### config.mk
export PLATFORM = sky130hd
export DESIGN_NAME = gcd_rot_cell
export DESIGN_NICKNAME = d
export VERILOG_FILES = /design/src/hw/rtl/gcd_pkg.sv /design/src/hw/rtl/gcd_rot_cell.sv
export SDC_FILE = /design/constraint.sdc
export NUM_CORES = 1
export LEC_CHECK = 0
export BUFFER_PORTS_ARGS = -buffer_cell sky130_fd_sc_hd__buf_4
export CORE_MARGIN = 4
export CORE_UTILIZATION = 25
export DETAILED_ROUTE_END_ITERATION = 8
export SLEW_MARGIN = 20
export SYNTH_ARGS = -nofsm -noshare
export SYNTH_HDL_FRONTEND = slang
export SYNTH_SLANG_ARGS = --single-unit
### constraint.sdc
create_clock -name aclk -period 3.31 [get_ports aclk]
set_input_delay 0.4965 -clock aclk [delete_from_list [all_inputs] [get_ports aclk]]
set_output_delay 0.4965 -clock aclk [all_outputs]
set_load 0.02 [all_outputs]
### src/hw/rtl/gcd_pkg.sv
package gcd_pkg;

    // Fixed-point format of angles and trig values
    localparam int FRAC = 30;
    localparam int W    = FRAC + 4;
    localparam int DEF_STAGES = 24;

    // Square root: one result bit per cell, two radicand bits consumed per cell
    localparam int SQ_STEPS = FRAC + 1;
    localparam int NW       = 2 * SQ_STEPS;
    localparam int RW       = SQ_STEPS + 2;

    typedef logic signed [W-1:0] fx_t;

    localparam logic [63:0] PI_Q60   = 64'h3243F6A8885A308D;
    localparam logic [63:0] GAIN_Q62 = 64'd2800459870029452954;
    localparam logic [63:0] DEG_Q60  = (PI_Q60 + 64'd90000000) / 64'd180000000;
    localparam logic [63:0] GAIN_F   = (GAIN_Q62 + (64'd1 << (61 - FRAC))) >> (62 - FRAC);
    localparam logic [63:0] PI_F     = (PI_Q60 + (64'd1 << (59 - FRAC))) >> (60 - FRAC);
    localparam logic [63:0] ONE_F    = 64'd1 << FRAC;

    // atan(2^-i) in Q30, rounded; small angles are just 2^-i
    function automatic logic [63:0] atan_q(input int i);
        logic [63:0] v;
        unique case (i)
            0:  v = (PI_Q60 + (64'd1 << (61 - FRAC))) >> (62 - FRAC);
            1:  v = 64'd497837829;
            2:  v = 64'd263043837;
            3:  v = 64'd133525159;
            4:  v = 64'd67021687;
            5:  v = 64'd33543516;
            6:  v = 64'd16775851;
            7:  v = 64'd8388437;
            8:  v = 64'd4194283;
            9:  v = 64'd2097149;
            10: v = 64'd1048576;
            default: begin
                if (i <= FRAC)
                    v = 64'd1 << (FRAC - i);
                else if (i == FRAC + 1)
                    v = 64'd1;
                else
                    v = 64'd0;
            end
        endcase
        return v;
    endfunction

endpackage

### src/hw/rtl/gcd_rot_cell.sv
// One rotation-mode CORDIC step: drives z towards zero
module gcd_rot_cell import gcd_pkg::*; #(
    parameter int SHIFT = 0,
    parameter int TW    = 1
) (
    input  logic          aclk,
    input  logic          en,
    input  fx_t           x_in,
    input  fx_t           y_in,
    input  fx_t           z_in,
    input  logic [TW-1:0] tag_in,
    output fx_t           x_out,
    output fx_t           y_out,
    output fx_t           z_out,
    output logic [TW-1:0] tag_out
);

    localparam logic [63:0] ATAN64 = atan_q(SHIFT);
    localparam fx_t ATAN = fx_t'(ATAN64[W-1:0]);

    fx_t x_reg, y_reg, z_reg, x_next, y_next, z_next, dx, dy;
    logic [TW-1:0] tag_reg;

    // step direction from the sign of the residual angle
    always_comb begin
        dx = y_in >>> SHIFT;
        dy = x_in >>> SHIFT;
        if (!z_in[W-1]) begin
            x_next = x_in - dx;
            y_next = y_in + dy;
            z_next = z_in - ATAN;
        end else begin
            x_next = x_in + dx;
            y_next = y_in - dy;
            z_next = z_in + ATAN;
        end
    end

    always_ff @(posedge aclk) begin
        if (en) begin
            x_reg   <= x_next;
            y_reg   <= y_next;
            z_reg   <= z_next;
            tag_reg <= tag_in;
        end
    end

    assign x_out   = x_reg;
    assign y_out   = y_reg;
    assign z_out   = z_reg;
    assign tag_out = tag_reg;

endmodule

Word-level counts from Yosys, hierarchy flattened

Index checks and enable logic that the tools add are counted.

Register bits: 103
Latch bits: 0
Output and inout bits: 103
Logic and storage cells: 12
Memories: 0
Input port bits: 105
RAM bits: 0
ROM bits: 0

$add $sub $neg: 5
Divide/modulo/power cells: 0
Bitwise gates (word level): 0
Reduce and logical (&&, ||, !) cells: 0
Eq/ne operators: 0
$lt $le $gt $ge: 0
Shift operators: 0
$mul: 0
Muxes and demuxes: 3

Operator list:

| operator                                             | number |
|---|---|
| two-way mux 34 bit                                   | 3 |
| subtractor 34 bit                                    | 2 |
| adder 34 x 31 -> 34 bit (second input constant)      | 1 |
| adder 34 bit                                         | 1 |
| subtractor 34 x 31 -> 34 bit (second input constant) | 1 |

Logic depth before layout (Yosys ltp)

Depth after elaboration: 2
Mapped depth: 13
Mapped depth without buffers: 12

Worst setup path before layout

Ideal clock, no wire load.

Path type: input port to flip-flop
Start point: in z_in[33]
End point: reg z_reg[31], in the netlist z_out[31], data pin
Setup time: 0.273 ns
Path slack: -0.169 ns
Buffers on the path: 2
Arrival time: 3.206 ns
Stages on the path: 12
Data required time: 3.037 ns
Cells stage by stage: inv_2 clkbuf_1 ha_1 clkbuf_1 and3_1 a2111oi_0 o31a_1 o41a_1 o41ai_1 a41oi_1 o31ai_1 xor2_1

Word-level cells in the longest chain between the ends: 1

Ends and longest elaborated chain:

| element              | RTL line           | source |
|---|---|---|
| from (decl)          | gcd_rot_cell.sv:10 | `input fx_t z_in,` |
| two-way mux 34 bit   | gcd_rot_cell.sv:28 | `if (!z_in[W-1]) begin` |
| via z_next[31]       | gcd_rot_cell.sv:21 | `fx_t x_reg, y_reg, z_reg, x_next, y_next, z_next, dx, dy;` |
| to (signal assigned) | gcd_rot_cell.sv:43 | `z_reg <= z_next;` |
| to (decl)            | gcd_rot_cell.sv:21 |  |

The timed path passes the listed nets, and every way through them passes these cells.
A chain may end at the register's enable or synchronous reset.

Final worst setup path

Start point: in x_in[6]
End point: reg y_reg[31], in the netlist y_out[31], data pin

Word-level cells in the longest chain between the ends: 2
Elaborated cells between the ends (all ways): 3
Those cells by class: 2 x add/sub; 1 x mux

Ends and longest elaborated chain:

| element                                           | RTL line                               | source |
|---|---|---|
| from (decl)                                       | gcd_rot_cell.sv:8                      | `input fx_t x_in,` |
| adder 34 bit or subtractor 34 bit (tied branches) | gcd_rot_cell.sv:30, gcd_rot_cell.sv:34 |  |
| two-way mux 34 bit (*)                            | gcd_rot_cell.sv:28                     |  |
| via y_next[31]                                    | gcd_rot_cell.sv:21                     |  |
| to (signal assigned)                              | gcd_rot_cell.sv:42                     | `y_reg <= y_next;` |
| to (decl)                                         | gcd_rot_cell.sv:21                     |  |

The timed path passes the listed nets; every way through them passes the cells marked *.

==> results.py <==
metrics = {
    "power": {
        "irDropWorstVdd_mv": 0.195,
        "powerDensity_nw_per_um2": 381,
        "leakagePower_nw": 6.53,
    },
    "logic_synthesis": {
        "synth-edff-count": 102,
        "syn-instance-count": 1238,
        "ys_warn_count": 0,
        "synth_area_sq_um": 10600,
        "yosysMostFrequentCell": "a21oi_1",
        "async_reset_ff_share_pct": 0,
        "ys_top_cells_by_count": "a21oi_1 (142), ha_1 (132), inv_1 (106), edfxtp_1 (102), nor2_1 (98)",
        "synthTopCellsByArea": "edfxtp_1 (29%), ha_1 (16%), a21oi_1 (6.7%)",
        "synthFlopType": "edfxtp_1",
        "syn_nets": 1479,
        "synth_top_area_share_pct": 28.9,
        "avgSynthCellArea_sq_um": 8.56,
        "yosysTopAreaCell": "edfxtp_1",
        "synth_cell_types": 76,
        "ys_seq_elements": 102,
        "ys_seq_area_share_pct": 28.9,
    },
    "placed_design": {
        "gp_congestion": 0.915,
        "dpl.cell_count": 2129,
        "io_buffers": 207,
        "dp_hpwl_um": 33300,
    },
    "cts": {
        "clockBufferDepth": 2,
        "cts.sinks": 102,
        "cts_tree": "done",
        "numCtsBuffers": 9,
        "post_cts_buffers": 0,
        "clock-root-buffer": "clkbuf_16",
        "clk_pin_slew_worst_paths_ps": 80,
        "htree_levels": 3,
    },
    "sta": {
        "fmax_mhz": 312,
        "rsz0062_at_grt": "false",
        "finalHoldViolCount": 0,
        "max_slew.worst_pin.slew_ps": 780,
        "period_needed_ps": 3210,
        "maxSlewHeadroom_pct": 48.0,
        "drv_slew": 0,
        "setup_viol": 0,
        "period_share_pct": 96.9,
        "whs_ps": 309,
    },
    "final_layout": {
        "fin_cells": 2143,
        "register_area_sq_um": 3060,
        "syn_to_final_growth_pct": 36.1,
        "num-fill-cells": 4375,
        "antenna_cells": 0,
        "multi_input_area_sq_um": 6950,
        "final_net_count": 1842,
        "drive_above_1_share_pct": 27.6,
    },
    "setup_path": {
        "crit_required_ps": 3420,
        "critPathKind": "in2reg",
        "endpoint": "y_out[31]",
        "end_kind": "register",
        "cp.arrival_ps": 3320,
        "critPathLaunchType": "input pin",
        "cp_max_fo": 7,
        "critical_path.startpoint": "x_in[6]",
    },
    "routing": {
        "wire_per_inst_um": 18.6,
        "dr.first_iter.drc_count": 874,
        "num_vias": 10761,
        "drt-pass1-iter-count": 6,
        "ant_nets": 0,
        "wl_um": 39900,
        "drc_errors": 0,
        "vias_per_cell": 5.02,
    },
    "grt": {
        "grt_usage_pct": 16.7,
        "first_global_vias": 10665,
        "grt_pass1_wl_um": 61200,
        "grt_max_degree": 66,
        "grt_overflow_total": 0,
        "grt_antenna_before_repair": 0,
    },
    "floorplanning": {
        "coreArea_sq_um": 41900,
        "dieArea_sq_um": 45800,
        "io_pins": 208,
        "die_w_um": 214,
        "fp-row-count": 75,
        "start_util_pct": 25.3,
        "die_h_um": 214,
    },
    "hold_path": {
        "min_path_type": "in2reg",
    },
    "flow_run": {
        "drv_cap": 0,
    },
    "outcome": {
        "status": "finished, final reports clean",
    },
}
==> worst max-delay path: stages <==
cell	delay, ps
buf_4	80
inv_1	30
ha_1	380
buf_4	190
inv_1	70
a21oi_1	60
o31ai_1	530
o31ai_4	190
a21o_1	200
a211o_1	310
a311oi_1	450
o31ai_1	140
xor2_1	180
==> logic make-up (layout without fill, tap and decap cells) <==
kind of cell	count (synthesis)	after routing	synth area share, %
mux	21	21	1.99
xor+xnor	93	93	7.68
fa+ha+maj	136	136	16.3
buf+inv	161	527	5.90
flops	102	102	28.9
compound gates	409	409	24.7
simple gates	316	316	14.5
==> what timing repair did <==
| action | 4_1_cts | 5_1_grt |
|---|---|---|
| endpoints found under the setup margin | 0 | 18 |
| hold buffers | 0 | 0 |
| gates resized for setup | 0 | 7 |
==> cell usage in the layout (no fill, tap or decap), types with 25 or more instances in the layout <==
master	netlist	final
xnor2_1	70	70
edfxtp_1	102	102
nor2_1	98	98
nand3_1	28	28
nor3_1	28	27
inv_1	106	106
a21oi_1	142	142
a21o_1	33	33
o21ai_0	90	90
nor2b_1	25	25
ha_1	132	132
nand2_1	65	65
buf_4	3	401
==> layer usage <==
| metal | track usage, % | part of all wire [%] |
|---|---|---|
| met5 | 0 | 0 |
| met3 | 2.81 | 7.1 |
| met2 | 26.6 | 45 |
| met4 | 5.30 | 2.2 |
| met1 | 23.3 | 46 |
==> sequential cells by signal (all words and copies together), names as in the netlist <==
signal / count
x_out: 34
z_out: 34
y_out: 33
tag_out: 1
==> per-stage QoR <==
step	power [mW]	TNS, ps	utilization, %	setup WS [ps]	instance area, sq um
floorplan	3.24	0	-	101	10600
global placement	4.48	-5870	33.7	-311	14100
detailed placement	4.51	-6970	33.7	-318	14100
CTS	5.52	0	34.3	65.2	14400
global route	5.82	0	34.4	19.9	14400
finish	5.49	0	34.4	102	14400
==> how the worst min path moves through the flow <==
stage / start / endpoint / cells past startpoint
floorplan: tag_in / tag_out / 0
global placement: tag_in / tag_out / 1
detailed placement: tag_in / tag_out / 1
CTS: tag_in / tag_out / 1
global route: tag_in / tag_out / 1
finish: tag_in / tag_out / 1
==> final cells by class <==
type,instances,share of cell area (%)
tap,539,4.68
clock inverter,5,0.199
timing repair buffer,404,21.3
multi-input combinational,975,48.2
clock buffer,9,1.56
sequential,102,21.2
inverter,109,2.84
==> power by group <==
group / total [mW] / switching, mW / leakage, nW / internal, mW
Clock: 0.995 / 0.499 / 0.121 / 0.497
Combinational: 2.69 / 1.52 / 5.41 / 1.17
Sequential: 1.81 / 0.0887 / 0.998 / 1.72
(Power assumes the default switching activity.)
