==> src/hw/rtl/gcd_pkg.sv <==
package gcd_pkg;

    // Fixed-point format of angles and trig values
    localparam int FRAC = 30;
    localparam int W    = FRAC + 4;
    localparam int DEF_STAGES = 24;

    // Square root: one result bit per cell, two radicand bits consumed per cell
    localparam int SQ_STEPS = FRAC + 1;
    localparam int NW       = 2 * SQ_STEPS;
    localparam int RW       = SQ_STEPS + 2;

    typedef logic signed [W-1:0] fx_t;

    localparam logic [63:0] PI_Q60   = 64'h3243F6A8885A308D;
    localparam logic [63:0] GAIN_Q62 = 64'd2800459870029452954;
    localparam logic [63:0] DEG_Q60  = (PI_Q60 + 64'd90000000) / 64'd180000000;
    localparam logic [63:0] GAIN_F   = (GAIN_Q62 + (64'd1 << (61 - FRAC))) >> (62 - FRAC);
    localparam logic [63:0] PI_F     = (PI_Q60 + (64'd1 << (59 - FRAC))) >> (60 - FRAC);
    localparam logic [63:0] ONE_F    = 64'd1 << FRAC;

    // atan(2^-i) in Q30, rounded; small angles are just 2^-i
    function automatic logic [63:0] atan_q(input int i);
        logic [63:0] v;
        unique case (i)
            0:  v = (PI_Q60 + (64'd1 << (61 - FRAC))) >> (62 - FRAC);
            1:  v = 64'd497837829;
            2:  v = 64'd263043837;
            3:  v = 64'd133525159;
            4:  v = 64'd67021687;
            5:  v = 64'd33543516;
            6:  v = 64'd16775851;
            7:  v = 64'd8388437;
            8:  v = 64'd4194283;
            9:  v = 64'd2097149;
            10: v = 64'd1048576;
            default: begin
                if (i <= FRAC)
                    v = 64'd1 << (FRAC - i);
                else if (i == FRAC + 1)
                    v = 64'd1;
                else
                    v = 64'd0;
            end
        endcase
        return v;
    endfunction

endpackage

==> src/hw/rtl/gcd_sqrt_cell.sv <==
// One restoring square-root step: settles one root bit
module gcd_sqrt_cell import gcd_pkg::*; #(
    parameter int TW = 1
) (
    input  logic                aclk,
    input  logic                en,
    input  logic [RW-1:0]       rem_in,
    input  logic [SQ_STEPS-1:0] root_in,
    input  logic [NW-1:0]       rad_in,
    input  logic [TW-1:0]       tag_in,
    output logic [RW-1:0]       rem_out,
    output logic [SQ_STEPS-1:0] root_out,
    output logic [NW-1:0]       rad_out,
    output logic [TW-1:0]       tag_out
);

    logic [RW+1:0]       rem_ext, trial;
    logic [RW-1:0]       rem_reg, rem_next;
    logic [SQ_STEPS-1:0] root_reg, root_next;
    logic [NW-1:0]       rad_reg;
    logic [TW-1:0]       tag_reg;

    // bring down two radicand bits, try root*4+1
    always_comb begin
        rem_ext = {rem_in, rad_in[NW-1:NW-2]};
        trial   = {1'b0, root_in, 2'b01};
        if (rem_ext >= trial) begin
            rem_next  = RW'(rem_ext - trial);
            root_next = {root_in[SQ_STEPS-2:0], 1'b1};
        end else begin
            rem_next  = rem_ext[RW-1:0];
            root_next = {root_in[SQ_STEPS-2:0], 1'b0};
        end
    end

    always_ff @(posedge aclk) begin
        if (en) begin
            rem_reg  <= rem_next;
            root_reg <= root_next;
            rad_reg  <= {rad_in[NW-3:0], 2'b00};
            tag_reg  <= tag_in;
        end
    end

    assign rem_out  = rem_reg;
    assign root_out = root_reg;
    assign rad_out  = rad_reg;
    assign tag_out  = tag_reg;

endmodule

==> config.mk <==
export PLATFORM = sky130hd
export DESIGN_NAME = gcd_sqrt_cell
export DESIGN_NICKNAME = d
export VERILOG_FILES = /design/src/hw/rtl/gcd_pkg.sv /design/src/hw/rtl/gcd_sqrt_cell.sv
export SDC_FILE = /design/constraint.sdc
export NUM_CORES = 1
export LEC_CHECK = 0
export BUFFER_PORTS_ARGS = -buffer_cell sky130_fd_sc_hd__buf_2
export CORE_MARGIN = 2
export CORE_UTILIZATION = 48
export DETAILED_ROUTE_END_ITERATION = 8
export GPL_ROUTABILITY_DRIVEN = 1
export PLACE_DENSITY_LB_ADDON = 0.1
export SETUP_SLACK_MARGIN = 0.02
export SKIP_LAST_GASP = 1
export SYNTH_ARGS = -nofsm -noshare
export SYNTH_HDL_FRONTEND = slang
export SYNTH_SLANG_ARGS = --single-unit
==> constraint.sdc <==
create_clock -name aclk -period 3.7 [get_ports aclk]
set_input_delay 0.185 -clock aclk [delete_from_list [all_inputs] [get_ports aclk]]
set_output_delay 0.185 -clock aclk [all_outputs]
set_load 0.03 [all_outputs]
## Word level (Yosys, flattened, before mapping)

Cells that the tools add are included.

| storage, ports and cells | value |
|---|---|
| memory bits (writable) | 0 |
| memory bits (read-only) | 0 |
| logic and storage cells | 8 |
| output and inout bits | 127 |
| memories | 0 |
| latch bits | 0 |
| bits in registers | 125 |
| bits of input ports | 129 |

| operators by class | value |
|---|---|
| divide/modulo/power cells | 0 |
| bitwise logic cells | 0 |
| $mul | 0 |
| order comparisons | 1 |
| reductions and logical operators | 0 |
| eq/ne operators | 0 |
| shifts and indexed selects | 0 |
| add/subtract/negate cells | 1 |
| muxes and demuxes | 2 |

Operators by type and width:

| kind | count |
|---|---|
| 35-bit by 33-bit greater-or-equal comparator with 1-bit output | 1 |
| 33-bit 2-to-1 mux | 1 |
| 33-bit subtractor | 1 |
| 1-bit 2-to-1 mux | 1 |

## Depth between registers and ports, before layout

| depth | value |
|---|---|
| depth in word-level cells | 2 |
| gate-level depth with buffers | 14 |
| gate-level depth less buffers | 10 |

## Worst setup path before layout

No wires, ideal clock.

| path | value |
|---|---|
| path kind | input to register |
| from | in root_in[30] |
| to | reg rem_reg[10] (netlist: rem_out[10]) (data pin) |
| setup slack | 1.094 ns |
| buffers on the path | 3 |
| required time | 3.440 ns |
| setup time | 0.260 ns |
| data arrival time | 2.346 ns |
| stages | 12 |
| cell sequence | inv_1 -> ha_1 -> nor3b_2 -> nand4_1 -> or4_1 -> o21a_1 -> buf_6 -> o21a_4 -> buf_12 -> inv_12 -> buf_12 -> mux2_4 |

| on the way | value |
|---|---|
| cells in the longest elaborated chain, start to end | 2 |

RTL lines:

| item | line | source |
|---|---|---|
| from (decl) | gcd_sqrt_cell.sv:8 | `input logic [SQ_STEPS-1:0] root_in,` |
| 35-bit by 33-bit greater-or-equal comparator with 1-bit output | gcd_sqrt_cell.sv:27 | `if (rem_ext >= trial) begin` |
| 33-bit 2-to-1 mux | gcd_sqrt_cell.sv:27 |  |
| named net rem_next[10] | gcd_sqrt_cell.sv:18 | `logic [RW-1:0] rem_reg, rem_next;` |
| to (signal assigned) | gcd_sqrt_cell.sv:38 | `rem_reg <= rem_next;` |
| to (decl) | gcd_sqrt_cell.sv:18 |  |

The timed path passes the listed nets, and every way through them passes these cells.
A chain may end at the register's enable or synchronous reset.

## Worst setup path after layout

| path | value |
|---|---|
| from | in root_in[12] |
| to | reg rem_reg[6] (netlist: rem_out[6]) (data pin) |

Same word-level chain as after synthesis.

==> flow_summary_export.csv <==
group,metric,value,unit
run_status,status,"finished clean",
critical_path,crit_required,3.86,ns
sta,hold_viol,0,
min_path,hold-path-endpoint,"rem_out[20]",
sta,fin_crit_sh,85.5,%
critical_path,critPathKind,"input port to flip-flop",
cts,cts_max_path_buffers,2,
sta,drv_slew,0,
die,start_util,49.2,%
min_path,worst_hold_path_type,"input port to flip-flop",
global_routing,grt_usage,25.8,%
yosys,yosys-top-cells-area,"edfxtp_1, ha_1, mux2_4, xnor2_1, inv_1",
critical_path,critPathBufInv,4,
cts,numCtsBuffers,17,
sta,max_slew_margin,29.4,%
die,fp.dieH,121,µm
drt,drt_pass1_iterations,5,
yosys,synth_area_leader_cell,"edfxtp_1",
global_routing,grt_max_degree,85,
sta,grt_setup_unrepaired,"no",
drt,drtIter0Drc,387,
final_layout,instances_no_fill,1055,
final_layout,fin_nets,1028,
final_layout,final_cell_mix,"buf_2, edfxtp_1, dlygate4sd3_1",
sta,final.setup.tns,0,ns
die,core,13200,µm²
place,routabilityCongestion,0.845,
cts,cts.htree.levels,4,
critical_path,cp-start-kind,"input port",
critical_path,critPathMaxFanout,26,
yosys,ys_ff_latch,125,
drt,wire_per_inst,18.1,µm
drt,ant_nets,0,
yosys,avgSynthCellArea,12.7,µm²
pwr,powerDensity,487,nW/µm²
cts,clk_pin_slew_worst_paths,0.06,ns
critical_path,crit_chain,"dlygate4sd3_1 > buf_2 > inv_1 > ha_1 > nand4_2 > nor2_1 > nand3_1 > o2111ai_2 > a41oi_4 > o21a_4 > inv_12 > mux2_2",
drt,finalWirelength,19100,µm
final_layout,fillerInstances,972,
critical_path,worst_path_max_delay_cell,"dlygate4sd3_1",
yosys,synth_top_area_share,57.6,%
final_layout,area_delta_synth_final,44.3,%
place,io_buffers,253,
sta,layout_setup_ws,0.536,ns
final_layout,final_common_cell,"buf_2",
drt,num_vias,5521,
global_routing,grt.overflow.total,0,
cts,clkSinkCount,125,
die,die_x,121,µm
final_layout,n_antenna_cell,0,
yosys,yosysWarnings,0,
global_routing,grt_pass1_wl,28300,µm
pwr,leakagePower,4.12,nW
drt,routed_via_density,5.23,
yosys,synth_seq_area_share,57.6,%
yosys,synth_area,6520,µm²
global_routing,grt_pass1_vias,5423,
yosys,synth_flop_cell,"edfxtp_1",
drt,remaining_drc_errors,0,
sta,max_freq,316,MHz
final_layout,drive_gt1_share,36.9,%
die,rows,42,
yosys,async_reset_ff_share,0,%
yosys,postSynthCellCount,514,
global_routing,grt_antenna_before_repair,0,
pwr,irDropWorstVdd,0.280,mV
place,dp.cells,932,
place,dp_hpwl,12700,µm
die,die_area,14500,µm²
critical_path,crit_path_end_kind,"flip-flop",
place,place_ws,0.666,ns
cts,post_cts_resized,0,
critical_path,worst_ep_arrival_time,3.33,ns
sta,min_period,3.16,ns
die,io_pins,256,
cts,clock-root-buffer,"clkbuf_16",
sta,setup_viol,0,
min_path,hold_depth,2,
flow_run,drv_cap,0,
critical_path,crit_family,"buffers and inverters",
cts,cts_tree,"yes",
pwr,p_total,4.58,mW
yosys,yosysUniqueCellTypes,60,
sta,worst_pin_slew,1.06,ns
yosys,synth_edf_count,125,
place,placed_area,7910,µm²
min_path,holdCritStartpoint,"rem_in[18]",
critical_path,slowest_delay,0.54,ns
final_layout,fin_area,9410,µm²
state kept, by name, indices dropped and copies added, names as in the netlist:
| register | cells |
|---|---|
| rem_out | 33 |
| tag_out | 1 |
| root_out | 31 |
| rad_out | 60 |
through the flow:
stage	util, %	hold WS (ns)
2_1_floorplan	-	0.284
3_3_place_gp	59.7	0.362
3_5_place_dp	59.7	0.363
4_1_cts	71.1	0.0758
5_1_grt	71.1	0.0811
6_report	71.1	0.0870
logic make-up (layout without fill, tap and decap cells):
family / count (synthesis) / after routing / synth area share (%)
AO/OA/AOI/OAI: 127 / 127 / 13.6
other: 1 / 2 / 0.0575
adder cells (fa/ha/maj): 33 / 33 / 6.33
XOR/XNOR: 24 / 24 / 3.22
flip-flops: 125 / 125 / 57.6
buffers and inverters: 65 / 429 / 5.12
AND/OR/NAND/NOR: 111 / 111 / 8.33
multiplexers: 28 / 28 / 5.79
worst max-delay path by stage:
stage / from / to / slack (ns) / cells past startpoint
6_report: root_in[12] / rem_out[6] / 0.54 / 12
5_1_grt: root_in[19] / rem_out[8] / 0.39 / 11
4_1_cts: root_in[19] / rem_out[8] / 0.57 / 11
3_5_place_dp: root_in[19] / rem_out[8] / 0.67 / 10
3_3_place_gp: root_in[13] / rem_out[8] / 0.75 / 11
2_1_floorplan: root_in[30] / rem_out[10] / 1.09 / 12
layer usage:
layer	GRT usage [%]	vias to the layer above	part of all wire, %
met5	0	-	0
met4	11.8	0	3.3
met3	6.04	43	6.3
met2	46.2	250	51
met1	29.0	2588	40
li1	-	2640	-
what timing repair did:
item / CTS / global route
hold buffers: 91 / 0
setup buffers: 0 / 0
endpoints found under the hold margin: 91 / 0
endpoints found under the setup margin: 0 / 0
report_power, final:
part           switching (mW)  total (mW)  leakage, nW  internal [mW]
Sequential             0.0379        1.77         1.22           1.73
Clock                   0.667        1.67        0.276           1.00
Combinational           0.701        1.14         2.62          0.438
synthesized netlist by cell type (all sizes together), types with 2 or more instances:
master	n
mux2	24
a31oi	2
o2111ai	3
mux2i	4
ha	33
and3	4
o31ai	6
xor2	2
nand3	12
nor3	11
a2111oi	3
a221oi	3
edfxtp	125
a21o	4
clkbuf	2
and2	2
nor2b	2
a21oi	41
nand2b	6
inv	51
o211ai	11
a21boi	2
nor2	27
a211o	4
a211oi	5
o21a	8
buf	12
nand4	7
nand2	30
o21ai	23
xnor2	22
o31a	2
o21bai	5
nor4	5
layout make-up:
class	instances	area, µm²	area share (%)
Timing Repair Buffer	346	2210	23.5
Inverter	51	204	2.17
Multi-Input combinational cell	325	2440	25.9
Sequential cell	125	3750	39.9
Tap cell	176	220	2.34
Clock buffer	17	425	4.52
Clock inverter	15	163	1.73
No activity file was read; power rests on OpenSTA's default activity.
