## src/hw/rtl/gcd_pkg.sv

```systemverilog
package gcd_pkg;

    // Fixed-point format of angles and trig values
    localparam int FRAC = 30;
    localparam int W    = FRAC + 4;
    localparam int DEF_STAGES = 24;

    // Square root: one result bit per cell, two radicand bits consumed per cell
    localparam int SQ_STEPS = FRAC + 1;
    localparam int NW       = 2 * SQ_STEPS;
    localparam int RW       = SQ_STEPS + 2;

    typedef logic signed [W-1:0] fx_t;

    localparam logic [63:0] PI_Q60   = 64'h3243F6A8885A308D;
    localparam logic [63:0] GAIN_Q62 = 64'd2800459870029452954;
    localparam logic [63:0] DEG_Q60  = (PI_Q60 + 64'd90000000) / 64'd180000000;
    localparam logic [63:0] GAIN_F   = (GAIN_Q62 + (64'd1 << (61 - FRAC))) >> (62 - FRAC);
    localparam logic [63:0] PI_F     = (PI_Q60 + (64'd1 << (59 - FRAC))) >> (60 - FRAC);
    localparam logic [63:0] ONE_F    = 64'd1 << FRAC;

    // atan(2^-i) in Q30, rounded; small angles are just 2^-i
    function automatic logic [63:0] atan_q(input int i);
        logic [63:0] v;
        unique case (i)
            0:  v = (PI_Q60 + (64'd1 << (61 - FRAC))) >> (62 - FRAC);
            1:  v = 64'd497837829;
            2:  v = 64'd263043837;
            3:  v = 64'd133525159;
            4:  v = 64'd67021687;
            5:  v = 64'd33543516;
            6:  v = 64'd16775851;
            7:  v = 64'd8388437;
            8:  v = 64'd4194283;
            9:  v = 64'd2097149;
            10: v = 64'd1048576;
            default: begin
                if (i <= FRAC)
                    v = 64'd1 << (FRAC - i);
                else if (i == FRAC + 1)
                    v = 64'd1;
                else
                    v = 64'd0;
            end
        endcase
        return v;
    endfunction

endpackage

```

## src/hw/rtl/gcd_vec_cell.sv

```systemverilog
// One vectoring-mode CORDIC step: drives y towards zero, gathers the angle in z
module gcd_vec_cell import gcd_pkg::*; #(
    parameter int SHIFT = 0,
    parameter int TW    = 1
) (
    input  logic          aclk,
    input  logic          en,
    input  fx_t           x_in,
    input  fx_t           y_in,
    input  fx_t           z_in,
    input  logic [TW-1:0] tag_in,
    output fx_t           x_out,
    output fx_t           y_out,
    output fx_t           z_out,
    output logic [TW-1:0] tag_out
);

    localparam logic [63:0] ATAN64 = atan_q(SHIFT);
    localparam fx_t ATAN = fx_t'(ATAN64[W-1:0]);

    fx_t x_reg, y_reg, z_reg, x_next, y_next, z_next, dx, dy;
    logic [TW-1:0] tag_reg;

    // rotate towards the x axis
    always_comb begin
        dx = y_in >>> SHIFT;
        dy = x_in >>> SHIFT;
        if (!y_in[W-1] && (y_in != '0)) begin
            x_next = x_in + dx;
            y_next = y_in - dy;
            z_next = z_in + ATAN;
        end else begin
            x_next = x_in - dx;
            y_next = y_in + dy;
            z_next = z_in - ATAN;
        end
    end

    always_ff @(posedge aclk) begin
        if (en) begin
            x_reg   <= x_next;
            y_reg   <= y_next;
            z_reg   <= z_next;
            tag_reg <= tag_in;
        end
    end

    assign x_out   = x_reg;
    assign y_out   = y_reg;
    assign z_out   = z_reg;
    assign tag_out = tag_reg;

endmodule

```

## config.mk

```make
export PLATFORM = sky130hd
export DESIGN_NAME = gcd_vec_cell
export DESIGN_NICKNAME = d
export VERILOG_FILES = /design/src/hw/rtl/gcd_pkg.sv /design/src/hw/rtl/gcd_vec_cell.sv
export SDC_FILE = /design/constraint.sdc
export NUM_CORES = 1
export LEC_CHECK = 0
export BUFFER_PORTS_ARGS = -buffer_cell sky130_fd_sc_hd__buf_2
export CAP_MARGIN = 25
export CORE_AREA = 2 2 214 216
export DETAILED_ROUTE_END_ITERATION = 10
export DIE_AREA = 0 0 216 218
export MAX_ROUTING_LAYER = met4
export PLACE_DENSITY = 0.43
export SYNTH_ARGS = -nofsm -noshare
export SYNTH_HDL_FRONTEND = slang
export SYNTH_SLANG_ARGS = --single-unit
```

## constraint.sdc

```tcl
create_clock -name aclk -period 5.7 [get_ports aclk]
set_input_delay 0 -clock aclk [delete_from_list [all_inputs] [get_ports aclk]]
set_output_delay 0 -clock aclk [all_outputs]
set_load 0.1 [all_outputs]
```

==> Word level (Yosys, flattened, before mapping) <==
Cells that the tools add are included.
W data, S select, Z words.
{ "classes": {"n_reduce_logical": 3, "n_addsub": 5, "mux": 3} }
{ "ops": {"columns": ["op", "n"], "rows": [
  ["$mux W34", 3],
  ["$sub A34 B34 Y34", 2],
  ["$add A34 B31 Y34 const B", 1],
  ["$add A34 B34 Y34", 1],
  ["$reduce_bool A34 Y1", 1],
  ["$sub A34 B31 Y34 const B", 1],
  ["$logic_and A1 B1 Y1", 1],
  ["$logic_not A1 Y1", 1]
]} }
{ "totals": {"input_bits": 105, "reg_bits": 103, "out_inout_bits": 103} }

==> Logic depth before layout (Yosys ltp) <==
Gate-level depths: netlist of run 1.
{ "depth": {"word_depth": 3, "ltp_mapped": 19, "ltp_nobuf": 15} }

==> Least setup slack after synthesis of run 1 <==
OpenSTA, ideal clock, no wires.
{ "synth_timing": {"kind": "input-to-reg", "from": "input y_in[2]", "to": "register z_reg[32], in the netlist z_out[32], data pin", "stages": 17, "t_arrival_ns": 3.936, "setup_time_ns": 0.260, "slack_ns": 1.504, "cell_sequence": "nor4_1 > nand4_1 > nor3_1 > or2_1 > clkbuf_1 > buf_1 > clkbuf_1 > ha_1 > nor2b_1 > o31a_1 > o31a_1 > a32o_1 > o41ai_2 > o21ai_1 > or2_1 > a311oi_2 > xnor2_1"} }
{ "synth_via": {"elab_chain_len": 3} }
{ "synth_lines": {"columns": ["element", "line", "text"], "rows": [
  ["from (decl)", "gcd_vec_cell.sv:9", "input fx_t y_in,"],
  ["$reduce_bool A34 Y1", "gcd_vec_cell.sv:28", "if (!y_in[W-1] && (y_in != '0)) begin"],
  ["$logic_and A1 B1 Y1", "gcd_vec_cell.sv:28", null],
  ["$mux W34", "gcd_vec_cell.sv:28", null],
  ["via z_next[32]", "gcd_vec_cell.sv:21", "fx_t x_reg, y_reg, z_reg, x_next, y_next, z_next, dx, dy;"],
  ["to (signal assigned)", "gcd_vec_cell.sv:43", "z_reg <= z_next;"],
  ["to (decl)", "gcd_vec_cell.sv:21", null]
]} }
The timed path passes the listed nets, and every way through them passes these cells.
A chain may end at the register's enable or synchronous reset.

==> Worst setup path in the final report of run 1 <==
{ "layout_timing": {"from": "input y_in[29]", "to": "register z_reg[32], in the netlist z_out[32], data pin"} }
Same word-level chain as after synthesis.

==> results of run 1 <==
[how the worst max path moves through the flow]
| stage | end | slack (ns) | cells after the start |
|---|---|---|---|
| finish | z_out[32] | 1.53 | 17 |
| global route | z_out[33] | 1.21 | 16 |
| detailed placement | z_out[32] | 1.08 | 16 |
| CTS | z_out[32] | 1.51 | 17 |
| global placement | z_out[32] | 1.13 | 16 |
| floorplan | z_out[32] | 1.50 | 17 |
[critical path: stages]
cell	delay (ns)
buf_2	0.13
nor4_1	0.27
buf_4	0.21
nand4_1	0.24
nor3_1	0.50
or2_4	0.22
buf_4	0.26
ha_1	0.32
nor2b_1	0.16
o31a_1	0.28
o31a_1	0.30
a32o_1	0.29
o41ai_2	0.32
o21ai_1	0.13
or2_1	0.26
a311oi_2	0.30
xnor2_1	0.09
[layout by cell type (no fill, tap or decap), types with 10 or more instances in the layout]
master / n
buf_2: 206
ha_1: 131
a21oi_1: 130
inv_1: 108
nor2_1: 103
edfxtp_1: 102
o21ai_0: 78
xnor2_1: 78
nand2_1: 66
a21o_1: 45
nor3_1: 25
nand4_1: 21
o21bai_1: 21
nand3_1: 20
xor2_1: 17
a31oi_1: 15
nor4_1: 14
a211oi_1: 14
mux2i_1: 14
nor2b_1: 13
nand2b_1: 13
o21a_1: 12
o31ai_1: 10
[sequential cells by signal, indices dropped and copies added (netlist names)]
register	cells
tag_out	1
x_out	33
y_out	34
z_out	34
[layer usage]
metal,GRT usage (%),vias up
met5,-,-
met4,5.09,0
met3,2.29,30
met2,27.2,268
met1,24.0,4743
li1,-,4870
[synthesized netlist by cell type, drive strengths merged, types with 5 or more instances]
library cell  number  share of area, %
a21boi             6              0.42
o41ai              7              0.85
nand2b            13              0.76
nand3             20              0.94
nand4             21               1.2
o21bai            21               1.5
o21ai             85               4.0
nand2             66               2.3
o21a              12              0.84
nor2             103               3.6
ha               131                15
a211oi            18               1.5
a31o               7              0.57
buf               27               1.2
and4               6              0.49
or2                9              0.57
o311ai             5              0.55
xor2              17               1.4
or3                5              0.30
inv              111               3.9
mux2i             14               1.3
nor2b             13              0.76
a21oi            130               6.1
nor3              26               1.3
o31ai             10              0.70
a21o              45               3.2
clkbuf            27              0.95
and2               6              0.35
o211ai             9              0.63
edfxtp           102                29
xnor2             78               6.4
a211o              5              0.41
a31oi             15              0.88
nor4              15              0.94
[where the power goes]
group | internal, mW | switching, mW | total, mW
logic | 0.455 | 1.59 | 2.05
clock network | 0.347 | 0.345 | 0.691
registers | 0.997 | 0.0345 | 1.03
total | 1.80 | 1.97 | 3.77
[layout make-up]
class                           count  share of cell area [%]
Multi-Input combinational cell    975                    55.2
Sequential cell                   102                    24.3
Timing Repair Buffer              216                    8.82
Tap cell                          600                    5.95
Inverter                          112                    3.33
Clock buffer                        9                    1.78
Clock inverter                      7                   0.624
[logic make-up (layout without fill, tap and decap cells)]
kind of cell / after synthesis / after routing / share of synthesized area, %
compound gates: 411 / 411 / 25.2
mux: 14 / 14 / 1.31
flops: 102 / 102 / 28.7
fa+ha+maj: 135 / 135 / 16.1
buf+inv: 166 / 344 / 6.09
simple gates: 320 / 320 / 14.8
xor+xnor: 95 / 95 / 7.79
[through the flow]
stage / utilization (%) / power [mW] / instance area, um2
after CTS: 28.1 / 3.82 / 12600
after floorplan: - / 2.64 / 10700
after global routing: 28.1 / 3.97 / 12600
final: 28.1 / 3.77 / 12600
after detailed placement: 27.4 / 3.10 / 12300
after global placement: 27.4 / 3.10 / 12300
[repair_timing]
action | CTS | global route
hold endpoints to repair | 3 | 0
setup buffers | 0 | 0
endpoints found under the setup margin | 0 | 0
hold buffers | 3 | 0
==> flow_summary.json, run 1 <==
{
  "met3_length_mm": 1.58,
  "min_to": "y_out[0]",
  "synth_area_per_cell_um2": 8.60,
  "power_leakage_nw": 5.52,
  "hp-class": "in -> reg",
  "crit_path_start_kind": "input pin",
  "critPathKind": "in -> reg",
  "first_iter_violations": 671,
  "async_reset_ff_share_pct": 0,
  "synth_cells": 1243,
  "multiInputGateArea_um2": 6970,
  "hold_depth": 3,
  "portBuffers": 207,
  "cts_repair_resize_count": 0,
  "end_kind": "flop",
  "vdd_drop_max_v": 0.000134,
  "via_per_inst": 4.90,
  "synth_edf_count": 102,
  "worstPathMaxFanout": 17,
  "synth_flop_cell": "edfxtp_1",
  "required_ns": 5.85,
  "final_layout_size_suffix_gt1_share_pct": 18.5,
  "nets": 1656,
  "fillerInstances": 4940,
  "synth_nets": 1483,
  "ys_types": 79,
  "grt_overflow": 0,
  "met2_length_mm": 18.2,
  "tightest_slew_ns": 0.933,
  "grt_pass1_wl_mm": 60.5,
  "cts_sinks": 102,
  "initial_core_util_pct": 23.8,
  "coreArea_um2": 44900,
  "timing.hold.ws_ns": 0.0687,
  "htree_levels": 3,
  "post-place-ws_ns": 1.08,
  "dp_hpwl_mm": 32.2,
  "hp-start": "y_in[0]",
  "cts_root_buffer": "clkbuf_16",
  "fin_crit_sh_pct": 73.1,
  "worst_slack_ns": 1.53,
  "antenna_found_initial": 0,
  "maxSlewViolCount": 0,
  "p_per_area_nw_per_um2": 299,
  "io_pins": 208,
  "seq_area_um2": 3060,
  "crit_path_start": "y_in[29]",
  "die-area_um2": 47100,
  "tns_ns": 0,
  "dp_cells": 2002,
  "antenna_left": 0,
  "rows": 78,
  "finalHoldViolCount": 0,
  "yosys_warnings": 0,
  "slew_headroom_pct": 37.8,
  "drcViolationCount": 0,
  "cts_made_buffers": 9,
  "crit_arrival_ns": 4.31,
  "area_growth_pct": 18.2,
  "setup_viol": 0,
  "clock_path_buffers": 2,
  "drt-pass1-iter-count": 5,
  "wl_met1_mm": 19.5,
  "yosysSeqAreaShare_pct": 28.7,
  "min_period_ns": 4.17,
  "wl_mm": 40.1,
  "vias": 9911,
  "routabilityCongestion": 0.926,
  "antenna_cells": 0,
  "clkSlewWorstSetupHoldPaths_ns": 0.08,
  "grt_setup_unrepaired": "false",
  "outcome": "completed",
  "grt_pass1_vias": 9777,
  "cap_violations": 0,
  "die_x_um": 216,
  "grt_max_degree": 75,
  "top_layer": "met4",
  "grt_usage_pct": 17.6,
  "cts_tree": "done",
  "synth_area_um2": 10700,
  "wl_per_cell_um": 19.9,
  "final_cells": 2021,
  "max_freq_ghz": 0.240,
  "ys_ff_latch": 102,
  "die_y_um": 218
}
No activity file was read; power rests on OpenSTA's default activity.
==> run 2, diff against run 1 <==
==> constraint.sdc (replaced) <==
create_clock -name aclk -period 4.1 [get_ports aclk]
set_input_delay 0 -clock aclk [delete_from_list [all_inputs] [get_ports aclk]]
set_output_delay 0 -clock aclk [all_outputs]
set_load 0.1 [all_outputs]
==> run 2 against run 1 <==
Against the previous run:
- cell count up 6.0%
- utilization up 2.0 points
- power up 42%
- sequential cell count unchanged
- first-iteration DRC count up 11%
- sequential share of layout area down 1.6 points
- wire length up 1.7%
- via count up 4.0%
- clock-buffer cell count unchanged
- non-clock buffer count up 119
- combinational power up 45%
- largest power group unchanged
- highest routed layer unchanged
==> flow_summary.json, run 2 (same netlist as run 1, synthesis figures left out) <==
{
  "fillerInstances": 4883,
  "maxSlewViolCount": 0,
  "min_period_ns": 3.73,
  "initial_core_util_pct": 23.8,
  "grt_setup_unrepaired": "false",
  "slew_headroom_pct": 41.2,
  "cap_violations": 0,
  "crit_arrival_ns": 3.86,
  "die_x_um": 216,
  "dp_hpwl_mm": 33.7,
  "critPathKind": "in -> reg",
  "layout_common_cells": "buf_2, ha_1, a21oi_1, buf_4, inv_1",
  "tns_ns": 0,
  "required_ns": 4.24,
  "antenna_left": 0,
  "cts_root_buffer": "clkbuf_16",
  "io_pins": 208,
  "cts_sinks": 102,
  "cts_setup_buffers": 0,
  "die-area_um2": 47100,
  "mostFrequentLayoutCell": "buf_2",
  "htree_levels": 3,
  "final_cells": 2142,
  "cts_made_buffers": 9,
  "hold_depth": 3,
  "dp_cells": 2122,
  "worstPathMaxFanout": 15,
  "min_to": "z_out[33]",
  "final_util_pct": 30.1,
  "grt_pass1_vias": 10200,
  "die_y_um": 218,
  "antenna_found_initial": 2,
  "end_kind": "flop",
  "final_layout_size_suffix_gt1_share_pct": 24.9,
  "wl_per_cell_um": 19.1,
  "first_iter_violations": 744,
  "vdd_drop_max_v": 0.000202,
  "rows": 78,
  "grt_overflow": 0,
  "hp-start": "z_in[33]",
  "outcome": "completed",
  "grt_usage_pct": 17.8,
  "setup_viol": 0,
  "tightest_slew_ns": 0.882,
  "fin_crit_sh_pct": 90.9,
  "clock_path_buffers": 2,
  "hp-class": "in -> reg",
  "crit_path_start_kind": "input pin",
  "max_freq_ghz": 0.268,
  "totalPowerFinal_mw": 5.37,
  "drcViolationCount": 0,
  "portBuffers": 207,
  "coreArea_um2": 44900,
  "p_per_area_nw_per_um2": 397,
  "grt_max_degree": 75,
  "wl_mm": 40.8,
  "vias": 10300,
  "routabilityCongestion": 0.924,
  "drt-pass1-iter-count": 5,
  "grt_pass1_wl_mm": 61.7,
  "via_per_inst": 4.81,
  "finalHoldViolCount": 0,
  "nets": 1775,
  "power_leakage_nw": 6.10,
  "clkSlewWorstSetupHoldPaths_ns": 0.07,
  "cts_tree": "done",
  "area_growth_pct": 26.7
}
-- run 2: changes by cell type in the layout (fill, tap and decap cells not counted), sizes merged --
cell         previous run  this run
buf                   213       333
inv                   114       112
diode                   0         2
dlygate4sd3             3         2
clkinv                  4         6
-- run 2: worst max-delay path by stage --
| stage | from | end | slack (ns) | cells past startpoint |
|---|---|---|---|---|
| after CTS | y_in[29] | z_out[32] | 0.07 | 18 |
| after global placement | y_in[2] | z_out[32] | -0.46 | 17 |
| after detailed placement | y_in[29] | z_out[32] | -0.32 | 18 |
| after floorplan | y_in[8] | z_out[32] | 0.12 | 19 |
| after global routing | y_in[29] | z_out[33] | 0.04 | 19 |
| final | y_in[29] | z_out[32] | 0.37 | 18 |
-- run 2: critical path, cell delays in order --
cell       delay [ns]
buf_2            0.11
nor4_2           0.47
buf_4            0.20
nand4_1          0.07
nor3_1           0.21
buf_4            0.14
or2_4            0.12
inv_2            0.14
ha_1             0.37
a211oi_2         0.24
nor2_1           0.09
a2111oi_0        0.40
nor2_1           0.12
o41ai_2          0.40
o21ai_1          0.13
or2_1            0.26
a311oi_2         0.29
xnor2_1          0.09
-- run 2: final cells by class --
type | instances | area (um2) | share of cell area, %
sequential | 102 | 3060 | 22.6
inverter | 112 | 420 | 3.11
clock inverter | 7 | 85.1 | 0.629
tap | 600 | 751 | 5.55
clock buffer | 9 | 225 | 1.66
timing repair buffer | 335 | 2000 | 14.8
antenna | 2 | 5.00 | 0.0370
multi-input combinational | 975 | 6990 | 51.6
-- run 2: power breakdown --
part	internal (mW)	total (mW)	switching, mW
Clock	0.483	0.962	0.479
Combinational	0.732	2.98	2.25
Sequential	1.39	1.43	0.0446
-- run 2: metal layers --
metal | GRT usage (%) | up-vias | wire, um
met5 | - | - | 0
met4 | 5.75 | 0 | 830
met3 | 1.73 | 32 | 1630
met2 | 27.8 | 285 | 18500
met1 | 24.3 | 4890 | 19900
li1 | - | 5105 | -
-- run 2: what timing repair did --
action | in CTS | in global routing
hold endpoints to repair | 2 | 0
gates resized for setup | 0 | 2
setup endpoints to repair | 0 | 4
hold buffers | 2 | 0
-- run 2: metrics by stage --
stage,setup slack (ns),instance area (um2),hold slack [ns]
5_1_grt,0.0429,13500,0.0611
4_1_cts,0.0674,13500,0.0294
2_1_floorplan,0.119,10700,0.0989
3_3_place_gp,-0.456,13200,0.177
3_5_place_dp,-0.323,13200,0.181
6_report,0.372,13500,0.0369
==> run 3, diff against run 2 <==
--- a/config.mk
+++ b/config.mk
@@ -5,13 +5,14 @@
 export SDC_FILE = /design/constraint.sdc
 export NUM_CORES = 1
 export LEC_CHECK = 0
+export ABC_AREA = 1
 export BUFFER_PORTS_ARGS = -buffer_cell sky130_fd_sc_hd__buf_2
 export CAP_MARGIN = 25
-export CORE_AREA = 2 2 214 216
+export CORE_AREA = 2 2 230 232
 export DETAILED_ROUTE_END_ITERATION = 10
-export DIE_AREA = 0 0 216 218
+export DIE_AREA = 0 0 232 234
 export MAX_ROUTING_LAYER = met4
-export PLACE_DENSITY = 0.43
+export PLACE_DENSITY = 0.42
 export SYNTH_ARGS = -nofsm -noshare
 export SYNTH_HDL_FRONTEND = slang
 export SYNTH_SLANG_ARGS = --single-unit
==> run 3 against run 2 <==
Against the previous run:
- the run now ends with design-rule violations left
- non-clock buffer count down 121
- synthesized cell count grew 53%
- highest routed layer unchanged
- wire length rose by 26%
- cell count up 30%
- via count increased by 27%
- combinational power is 2% lower
- synthesized area increased by 16%
- sequential cell count stayed put
- critical path depth shrank 3
==> flow_summary.json, run 3 <==
{
  "outcome": "finished with violations",
  "grt_pass1_wl_mm": 76.0,
  "end_kind": "flop",
  "cap_violations": 0,
  "totalPowerFinal_mw": 5.31,
  "coreArea_um2": 52000,
  "pwr-share-comb_pct": 55.0,
  "ys_ff_latch": 102,
  "grt_usage_pct": 19.4,
  "final_util_pct": 27.6,
  "crit_arrival_ns": 3.03,
  "yosys_warnings": 0,
  "timing.hold.ws_ns": 0.0145,
  "via_per_inst": 4.71,
  "synth_flop_cell": "edfxtp_1",
  "drt-pass1-iter-count": 8,
  "antenna_cells": 0,
  "vdd_drop_max_v": 0.000166,
  "async_reset_ff_share_pct": 0,
  "setup_viol": 0,
  "fin_crit_sh_pct": 70.7,
  "layout_common_cells": "nand2_1, inv_1, buf_2, nor2_1, nand3_1",
  "violations": "design-rule violations",
  "yosysSeqAreaShare_pct": 24.8,
  "tns_ns": 0,
  "clock_path_buffers": 2,
  "yosys-top-cells-area": "edfxtp_1, nand2_1, ha_1",
  "cts_made_buffers": 9,
  "min_to": "z_out[0]",
  "cts_setup_buffers": 0,
  "final_area_um2": 14400,
  "mostFrequentLayoutCell": "nand2_1",
  "switching_share_pct": 54.2,
  "slew_headroom_pct": 42.8,
  "critPathKind": "in -> reg",
  "min_period_ns": 2.90,
  "grt_pass1_vias": 12800,
  "synth_nets": 2147,
  "routabilityCongestion": 0.925,
  "hold_depth": 2,
  "final_layout_size_suffix_gt1_share_pct": 11.5,
  "grt_overflow": 0,
  "p_per_area_nw_per_um2": 369,
  "synth_top_area_cell": "edfxtp_1",
  "final_cells": 2784,
  "p_int_mw": 2.43,
  "worst_slack_ns": 1.20,
  "cts_tree": "done",
  "cts_root_buffer": "clkbuf_16",
  "synth_area_um2": 12400,
  "wl_mm": 51.5,
  "grt_max_degree": 75,
  "rows": 84,
  "nets": 2331,
  "hold_buffers": 1,
  "switchingPower_mw": 2.87,
  "die_x_um": 232,
  "required_ns": 4.24,
  "ys_top_cells_by_count": "nand2_1, inv_1, nor2_1",
  "tightest_slew_ns": 0.858,
  "vias": 13100,
  "io_pins": 208,
  "dp_hpwl_mm": 44.4,
  "area_growth_pct": 16.3,
  "die-area_um2": 54300,
  "maxSlewViolCount": 0,
  "antenna_found_initial": 0,
  "wl_per_cell_um": 18.5,
  "hp-class": "in -> reg",
  "power_leakage_nw": 7.17,
  "finalHoldViolCount": 0,
  "synth_edf_count": 102,
  "yosysMostFrequentCell": "nand2_1",
  "ys_types": 39,
  "dpl_cell_area_um2": 14100,
  "synth_top_area_share_pct": 24.8,
  "htree_levels": 3,
  "initial_core_util_pct": 23.8,
  "synth_area_per_cell_um2": 6.48,
  "seqPwrFrac_pct": 26.5,
  "clkPwrFrac_pct": 18.5,
  "worstPathMaxFanout": 18,
  "die_y_um": 234,
  "dp_cells": 2767,
  "first_iter_violations": 923,
  "portBuffers": 207,
  "post-place-ws_ns": 0.742,
  "max_freq_ghz": 0.345,
  "antenna_left": 0,
  "drcViolationCount": 1,
  "synth_cells": 1907,
  "crit_path_start_kind": "input pin",
  "hp-start": "z_in[0]",
  "cts_repair_resize_count": 0,
  "grt_setup_unrepaired": "false",
  "cts_sinks": 102,
  "clkSlewWorstSetupHoldPaths_ns": 0.09
}
## run 3: changes by cell type after synthesis, moves of 14 or more
cell,change
a211oi_1,-14
a21o_1,-40
a21oi_1,+31
buf_4,+16
clkbuf_1,-26
inv_1,+174
nand2_1,+483
nand3_1,+143
nor2_1,+75
o21ai_0,+27
xnor2_1,-74
xor2_1,+39
## run 3: area by class of cell
cell class / instances / area [um2]
clock buffers: 9 / 225
repair buffers: 214 / 1090
multi-input cells: 1479 / 7980
inverters: 285 / 1070
flip-flops and latches: 102 / 3060
clock inverters: 7 / 91.3
fillers: 5949 / 37600
well taps: 688 / 861
## run 3: critical path, cell delays in order
cell	delay, ns
buf_2	0.12
inv_1	0.07
nand4_1	0.35
nor3_1	0.28
nand3_1	0.21
nand2_4	0.14
buf_4	0.27
ha_1	0.33
a21oi_1	0.26
a21boi_0	0.41
o21ai_0	0.20
a21oi_1	0.20
nand2_1	0.08
nand2_1	0.06
nand2_1	0.04
## run 3: kinds of logic (layout without fill, tap and decap cells)
logic type	Yosys count	after routing	synth area share [%]
compound gates	323	323	14.1
buf+inv	326	515	10.8
simple gates	957	957	31.9
fa+ha+maj	135	135	13.9
xor+xnor	60	60	4.25
mux	4	4	0.324
flops	102	102	24.8
## run 3: how the worst max path moves through the flow
stage | end | slack [ns] | start | cells past startpoint
floorplan | z_out[32] | 1.57 | y_in[17] | 17
global placement | z_out[32] | 0.71 | y_in[30] | 15
detailed placement | z_out[32] | 0.74 | y_in[30] | 15
CTS | z_out[32] | 1.15 | y_in[30] | 15
global route | z_out[28] | 0.82 | y_in[9] | 15
finish | z_out[32] | 1.20 | y_in[30] | 15
## run 3: power by group through the flow
stage	Clock, mW	Combinational (mW)	Sequential [mW]
after floorplan	0	1.07	2.54
after global placement	0	2.92	1.43
after detailed placement	0	2.91	1.43
after CTS	1.01	2.92	1.41
after global routing	1.05	3.13	1.42
final	0.983	2.92	1.41
## run 3: metal layers
layer  GRT usage (%)  wire (um)  vias to the layer above
met5               -          0                        -
met4            6.11       1390                        0
met3            1.86       2590                       56
met2            31.2      23300                      414
met1            25.7      24200                     6062
li1                -          -                     6582
